===== config.mk =====
export PLATFORM = sky130hd
export DESIGN_NAME = dtcf_ctrl
export DESIGN_NICKNAME = d
export VERILOG_FILES = /design/src/sv/dtcf_pkg.sv /design/src/sv/dtcf_ctrl.sv
export VERILOG_INCLUDE_DIRS = /design/src /design/src/sv
export SDC_FILE = /design/constraint.sdc
export NUM_CORES = 1
export LEC_CHECK = 0
export BUFFER_PORTS_ARGS = -buffer_cell sky130_fd_sc_hd__buf_2
export CORE_AREA = 5 5 42 44
export DETAILED_ROUTE_END_ITERATION = 12
export DIE_AREA = 0 0 47 49
export PLACE_DENSITY = 0.34
export SETUP_SLACK_MARGIN = 0.5
export SYNTH_ARGS = -nofsm -noshare
export SYNTH_HDL_FRONTEND = slang
export SYNTH_SLANG_ARGS = --single-unit

===== constraint.sdc =====
create_clock -name clock -period 1.1 [get_ports clock]
set_input_delay 0.055 -clock clock [delete_from_list [all_inputs] [get_ports clock]]
set_output_delay 0.055 -clock clock [all_outputs]
set_load 0.1 [all_outputs]

===== src/sv/depth_tested_char_framebuffer_unit_assert.svh =====
// assertion macros shared by the framebuffer controller and datapath
// no dependencies; included by dtcf_ctrl and dtcf_datapath
`ifndef DEPTH_TESTED_CHAR_FRAMEBUFFER_UNIT_ASSERT_SVH
`define DEPTH_TESTED_CHAR_FRAMEBUFFER_UNIT_ASSERT_SVH

// property checked on every clock edge outside reset
`define DTCF_ASSERT(label, prop, msg) \
   label: assert property (@(posedge clock) disable iff (reset) (prop)) else $error(msg);

// property checked on every clock edge, reset included
`define DTCF_ASSERT_ALWAYS(label, prop, msg) \
   label: assert property (@(posedge clock) (prop)) else $error(msg);

`endif


===== src/sv/dtcf_pkg.sv =====
// shared types and constants of the depth tested character framebuffer
// no dependencies; used by dtcf_ctrl, dtcf_datapath and the top level
`default_nettype none

package dtcf_pkg;

   localparam int MAX_WIDTH  = 128;
   localparam int MAX_HEIGHT = 64;
   localparam int CELL_COUNT = MAX_WIDTH * MAX_HEIGHT;
   localparam int ADDR_W     = $clog2(CELL_COUNT);
   localparam int COL_W      = $clog2(MAX_WIDTH);
   localparam int ROW_W      = $clog2(MAX_HEIGHT);

   localparam logic [7:0]  BLANK_SYMBOL = 8'd32;
   localparam logic [15:0] BLANK_DEPTH  = 16'd0;
   localparam logic [7:0]  WIDTH_CAP    = 8'(MAX_WIDTH);
   localparam logic [6:0]  HEIGHT_CAP   = 7'(MAX_HEIGHT);

   localparam int REQ_DATA_W = 48;
   localparam int REQ_USER_W = 2;
   localparam int RSP_DATA_W = 16;
   localparam int CSR_DATA_W = 9;
   localparam int CSR_IDX_W  = 2;

   typedef enum logic [1:0] {
      OP_CLEAR = 2'd0,
      OP_SET   = 2'd1,
      OP_GET   = 2'd2
   } op_type;

   typedef enum logic [1:0] {
      CSR_ORIGIN_X      = 2'd0,
      CSR_ORIGIN_Y      = 2'd1,
      CSR_ACTIVE_WIDTH  = 2'd2,
      CSR_ACTIVE_HEIGHT = 2'd3
   } csr_index_type;

   typedef enum logic [1:0] {
      ST_WIPE,
      ST_IDLE,
      ST_RESOLVE
   } state_type;

   // controller to datapath
   typedef struct packed {
      logic accept;
      logic wipe_step;
      logic resolve;
   } cmd_type;

   // datapath to controller
   typedef struct packed {
      logic req_clear;
      logic wipe_last;
      logic out_free;
   } status_type;

endpackage

`default_nettype wire


===== src/sv/dtcf_ctrl.sv =====
// controller: sequences wipe sweeps, request acceptance and response handoff
// depends on dtcf_pkg and depth_tested_char_framebuffer_unit_assert.svh
`default_nettype none
`include "depth_tested_char_framebuffer_unit_assert.svh"

module dtcf_ctrl (
   input  wire logic                  clock,
   input  wire logic                  reset,
   input  wire logic                  req_tvalid,
   output logic                       req_tready,
   input  wire dtcf_pkg::status_type  status,
   output dtcf_pkg::cmd_type          cmd
);

   dtcf_pkg::state_type state_ff;
   dtcf_pkg::state_type state_in;
   logic                rsp_pending_ff;
   logic                rsp_pending_in;

   always_comb begin
      state_in = state_ff;
      case (state_ff)
         dtcf_pkg::ST_WIPE: begin
            if (status.wipe_last) begin
               state_in = rsp_pending_ff ? dtcf_pkg::ST_RESOLVE : dtcf_pkg::ST_IDLE;
            end
         end
         dtcf_pkg::ST_IDLE: begin
            if (req_tvalid) begin
               state_in = status.req_clear ? dtcf_pkg::ST_WIPE : dtcf_pkg::ST_RESOLVE;
            end
         end
         dtcf_pkg::ST_RESOLVE: begin
            if (status.out_free) begin
               state_in = dtcf_pkg::ST_IDLE;
            end
         end
         default: state_in = dtcf_pkg::ST_IDLE;
      endcase
   end

   // a wipe started by a clear request owes a response, one after reset does not
   always_comb begin
      rsp_pending_in = rsp_pending_ff;
      if (state_ff == dtcf_pkg::ST_IDLE && req_tvalid && status.req_clear) begin
         rsp_pending_in = 1'b1;
      end else if (state_ff == dtcf_pkg::ST_WIPE && status.wipe_last) begin
         rsp_pending_in = 1'b0;
      end
   end

   always_ff @(posedge clock) begin
      if (reset) begin
         state_ff       <= dtcf_pkg::ST_WIPE;
         rsp_pending_ff <= 1'b0;
      end else begin
         state_ff       <= state_in;
         rsp_pending_ff <= rsp_pending_in;
      end
   end

   always_comb begin
      req_tready    = 1'b0;
      cmd.accept    = 1'b0;
      cmd.wipe_step = 1'b0;
      cmd.resolve   = 1'b0;
      case (state_ff)
         dtcf_pkg::ST_WIPE: begin
            cmd.wipe_step = 1'b1;
         end
         dtcf_pkg::ST_IDLE: begin
            req_tready = 1'b1;
            cmd.accept = req_tvalid;
         end
         dtcf_pkg::ST_RESOLVE: begin
            cmd.resolve = status.out_free;
         end
         default: ;
      endcase
   end

   `DTCF_ASSERT(a_pending_only_in_wipe, rsp_pending_ff |-> (state_ff == dtcf_pkg::ST_WIPE),
      "response pending outside a wipe sweep")
   `DTCF_ASSERT(a_clear_wipe_resolves,
      (state_ff == dtcf_pkg::ST_WIPE && status.wipe_last && rsp_pending_ff)
         |=> (state_ff == dtcf_pkg::ST_RESOLVE),
      "clear sweep ended without a response")
   `DTCF_ASSERT(a_cell_op_resolves,
      (req_tvalid && req_tready && !status.req_clear) |=> (state_ff == dtcf_pkg::ST_RESOLVE),
      "accepted cell request did not move to resolve")

endmodule

`default_nettype wire


Word level (Yosys, flattened, before mapping)
Cells that the tools add are included.
{"block": "totals", "register_bits": 3, "latch_bits": 0, "ramBits": 0, "romBits": 0, "inputBits": 6, "out_inout_bits": 4, "n_memories": 0}
{"block": "classes", "addsub": 0, "n_mul": 0, "n_div": 0, "order_cmp": 0, "eq_ne": 5, "shifts": 0, "mux": 12, "n_bitwise": 0, "reduce_logical": 6}
{"operator": "$mux W2", "count": 5}
{"operator": "$mux W1", "count": 6}
{"operator": "$ne A2 B2 Y1 const B", "count": 3}
{"operator": "$pmux W2 S3", "count": 1}
{"operator": "$logic_and A1 B1 Y1", "count": 3}
{"operator": "$reduce_and A3 Y1", "count": 1}
{"operator": "$eq A2 B1 Y1 const B", "count": 1}
{"operator": "$eq A2 B2 Y1 const B", "count": 1}
{"operator": "$logic_not A2 Y1", "count": 1}
{"operator": "$reduce_bool A2 Y1", "count": 1}

Depth between registers and ports, before layout
{"block": "depth", "depth_word": 4, "depth_mapped": 4, "depth_no_buf": 3}

Least setup slack after synthesis
OpenSTA, ideal clock, no wires.
{"block": "synth_path", "path_kind": "register -> output", "from": "register state_ff[0]", "to": "output cmd[2] (netlist bit)", "arrival_ns": 2.721, "required_ns": 1.045, "slack_ns": -1.676, "stages_incl_launch_ff": 4, "path_cell_list": "dfxtp_1 buf_6 nor2b_1 and2_1"}
{"element": "start, declared", "line": "dtcf_ctrl.sv:15", "rtl": "dtcf_pkg::state_type state_ff;"}
{"element": "start signal, assigned", "line": "dtcf_ctrl.sv:54", "rtl": "state_ff <= dtcf_pkg::ST_WIPE;"}
{"element": "start signal, assigned", "line": "dtcf_ctrl.sv:57", "rtl": "state_ff <= state_in;"}
{"element": "end, declared", "line": "dtcf_ctrl.sv:12", "rtl": "output dtcf_pkg::cmd_type cmd"}

==> flow_summary.json <==
{
  "status": "complete, but fails checks",
  "violations": "setup timing",
  "slew_violations": 0,
  "dr.first_iter.drc_count": 3,
  "place_ws_ns": 0.0721,
  "rsz0062_at_grt": "true",
  "final_layout_size_suffix_gt1_share_pct": 74.4,
  "end_kind": "output pin",
  "dieArea_mm2": 0.00230,
  "numPortBuffers": 9,
  "root_buffer": "clkbuf_4",
  "clk_path_buf_depth": 2,
  "dp_hpwl_um": 413,
  "power.total_w": 0.000635,
  "ioPinCount": 10,
  "die_width_um": 47,
  "fin_worst_skew_ns": 0.000842,
  "slew_headroom_pct": 86.0,
  "cp_data_arrival_time_ns": 1.07,
  "antenna_found_initial": 0,
  "drc": 0,
  "insertion_delay_ns": 0.23,
  "critPathMaxFanout": 5,
  "min_delay_path_depth": 2,
  "syn_area_um2": 188,
  "syn_avg_cell_area_um2": 8.16,
  "top_layer": "met4",
  "route.met3.wl_um": 35,
  "clk_pin_slew_ns": 0.04,
  "wl_um": 625,
  "cp-start-kind": "flop",
  "start_util_pct": 13.4,
  "path_cells": "nor2b_4 > and2_4 > buf_12",
  "wl_met1_um": 265,
  "track_usage_pct": 6.61,
  "grt_start_max_net_pins": 6,
  "syn2layout_area_growth_pct": 146,
  "synth_seq_area_share_pct": 32.0,
  "period_needed_ns": 1.13,
  "syn_nets": 29,
  "core.rowCount": 14,
  "ys_types": 17,
  "synth_cells": 23,
  "place_congestion": 0.804,
  "grt_pass1_vias": 269,
  "reg2reg_from": "state_ff[1]",
  "drt_first_pass_iters": 2,
  "num_vias": 239,
  "cp_slowest_cell": "dfxtp_4",
  "cts_tree": "built",
  "placed_cells": 48,
  "critPathKind": "reg -> out",
  "clock-sinks": 3,
  "ys_seq_elements": 3,
  "wl_per_cell_um": 10.6,
  "fin_cells": 59,
  "fillers": 156,
  "setup_violations": 2,
  "ir_drop_mv": 0.534,
  "route.met2.wl_um": 310,
  "core_area_mm2": 0.00140,
  "vias_per_cell": 4.05,
  "antenna_cells": 0,
  "cap_violations": 0,
  "min_period_over_period_pct": 103,
  "nets": 50,
  "hold_buffers": 0,
  "worst_slew_pin_slew_ns": 0.209,
  "finalWorstSetupSlack_ns": -0.0290,
  "crit_start": "state_ff[0]",
  "cts_max_level": 1,
  "dieHeight_um": 49,
  "slowest_delay_ns": 0.38,
  "ys_warn_count": 0,
  "worstPathRequired_ns": 1.04,
  "fmax_ghz": 0.886,
  "finalHoldViolations": 0,
  "hp-class": "in -> reg",
  "gr-total-overflow": 0,
  "min_from": "reset",
  "numCtsBuffers": 3,
  "rr_worst_depth": 4,
  "ant_nets": 0,
  "cellLeakagePower_nw": 0.190,
  "power_density_mw_per_mm2": 1370,
  "grt_first_pass_wirelength_um": 1060
}
[through the flow]
stage,setup TNS (ns),cell area [um^2],utilization [%],hold WS [ns]
6_report,-0.0418,462,32.9,0.0306
5_1_grt,-0.277,462,32.9,0.0161
4_1_cts,-0.0745,423,30.2,0.0149
3_5_place_dp,0,345,24.6,0.252
3_3_place_gp,0,345,24.6,0.247
2_1_floorplan,-0.754,224,-,0.117
[report_power, final]
group	switching (W)	total [W]	internal [W]
Combinational	0.000171	0.000308	0.000137
Clock	0.0000566	0.000193	0.000136
Sequential	0.0000163	0.000134	0.000118
[worst max-delay path, delay by kind of cell (launching register included)]
kind / cells / cell delay [ns]
AND/OR/NAND/NOR: 2 / 0.30
flip-flops: 1 / 0.38
buffers and inverters: 1 / 0.16
[metal layers]
metal,GRT usage [%],vias up
li1,-,121
met1,6.11,106
met2,10.6,10
met3,2.58,2
met4,5.53,0
met5,0,-
[state kept, by name (all words and copies together), names as in the netlist]
register	cells
state_ff	2
rsp_pending_ff	1
[cells in the mapped netlist]
cell type | instances | area (um^2)
dfxtp_1 | 3 | 60.1
nand2_1 | 2 | 7.51
o21ai_0 | 1 | 5.00
nand2b_1 | 2 | 12.5
nor3b_1 | 1 | 7.51
or2_0 | 1 | 6.26
a311oi_1 | 1 | 8.76
buf_6 | 1 | 11.3
a211oi_1 | 1 | 7.51
inv_1 | 1 | 3.75
nor2_1 | 1 | 3.75
nor3b_2 | 1 | 12.5
nor2b_1 | 2 | 12.5
nor3_1 | 1 | 5.00
a31oi_1 | 2 | 12.5
and2_1 | 1 | 6.26
a21oi_1 | 1 | 5.00
[layout make-up]
type,count,area (um^2),share of cell area [%]
repair buffers,17,173,37.4
multi-input cells,18,169,36.6
flip-flops and latches,3,67.6,14.6
clock buffers,4,26.3,5.69
well taps,16,20.0,4.34
inverters,1,6.26,1.36
[final timing paths]
check	to	slack [ns]
worst max-delay path	cmd[2]	-0.03
worst min-delay path	state_ff[0]	0.03
worst max register to register	state_ff[1]	0
worst min register to register	rsp_pending_ff	0.58
[kinds of logic after synthesis]
group                  count (synthesis)  synth area share [%]
flip-flops                             3                  32.0
buffers and inverters                  2                  8.00
AND/OR/NAND/NOR                       12                  39.3
AO/OA/AOI/OAI                          6                  20.7
[repair_timing]
item,4_1_cts,5_1_grt
setup buffers,5,2
gates resized for setup,5,5
pin swaps,5,5
endpoints found under the setup margin,7,7
[cells in the final DEF, fill, tap and decap left out]
| cell type | synthesis | layout |
|---|---|---|
| buf_4 | 0 | 6 |
| buf_2 | 0 | 5 |
| buf_12 | 0 | 4 |
| clkbuf_4 | 0 | 3 |
| nor3b_4 | 0 | 2 |
| nand2_1 | 2 | 2 |
| a31oi_1 | 2 | 2 |
| buf_6 | 1 | 2 |
| dfxtp_4 | 0 | 2 |
| nor2_4 | 0 | 1 |
| nor2b_4 | 0 | 1 |
| and2_4 | 0 | 1 |
| inv_4 | 0 | 1 |
| nor2b_1 | 2 | 1 |
| o21ai_1 | 0 | 1 |
| a211oi_2 | 0 | 1 |
| nand2b_1 | 2 | 1 |
| or2_0 | 1 | 1 |
| a311oi_1 | 1 | 1 |
| nand2b_4 | 0 | 1 |
| a21oi_2 | 0 | 1 |
| nor3_2 | 0 | 1 |
| clkbuf_1 | 0 | 1 |
| dfxtp_1 | 3 | 1 |
Power figures use the tool's default switching activity.
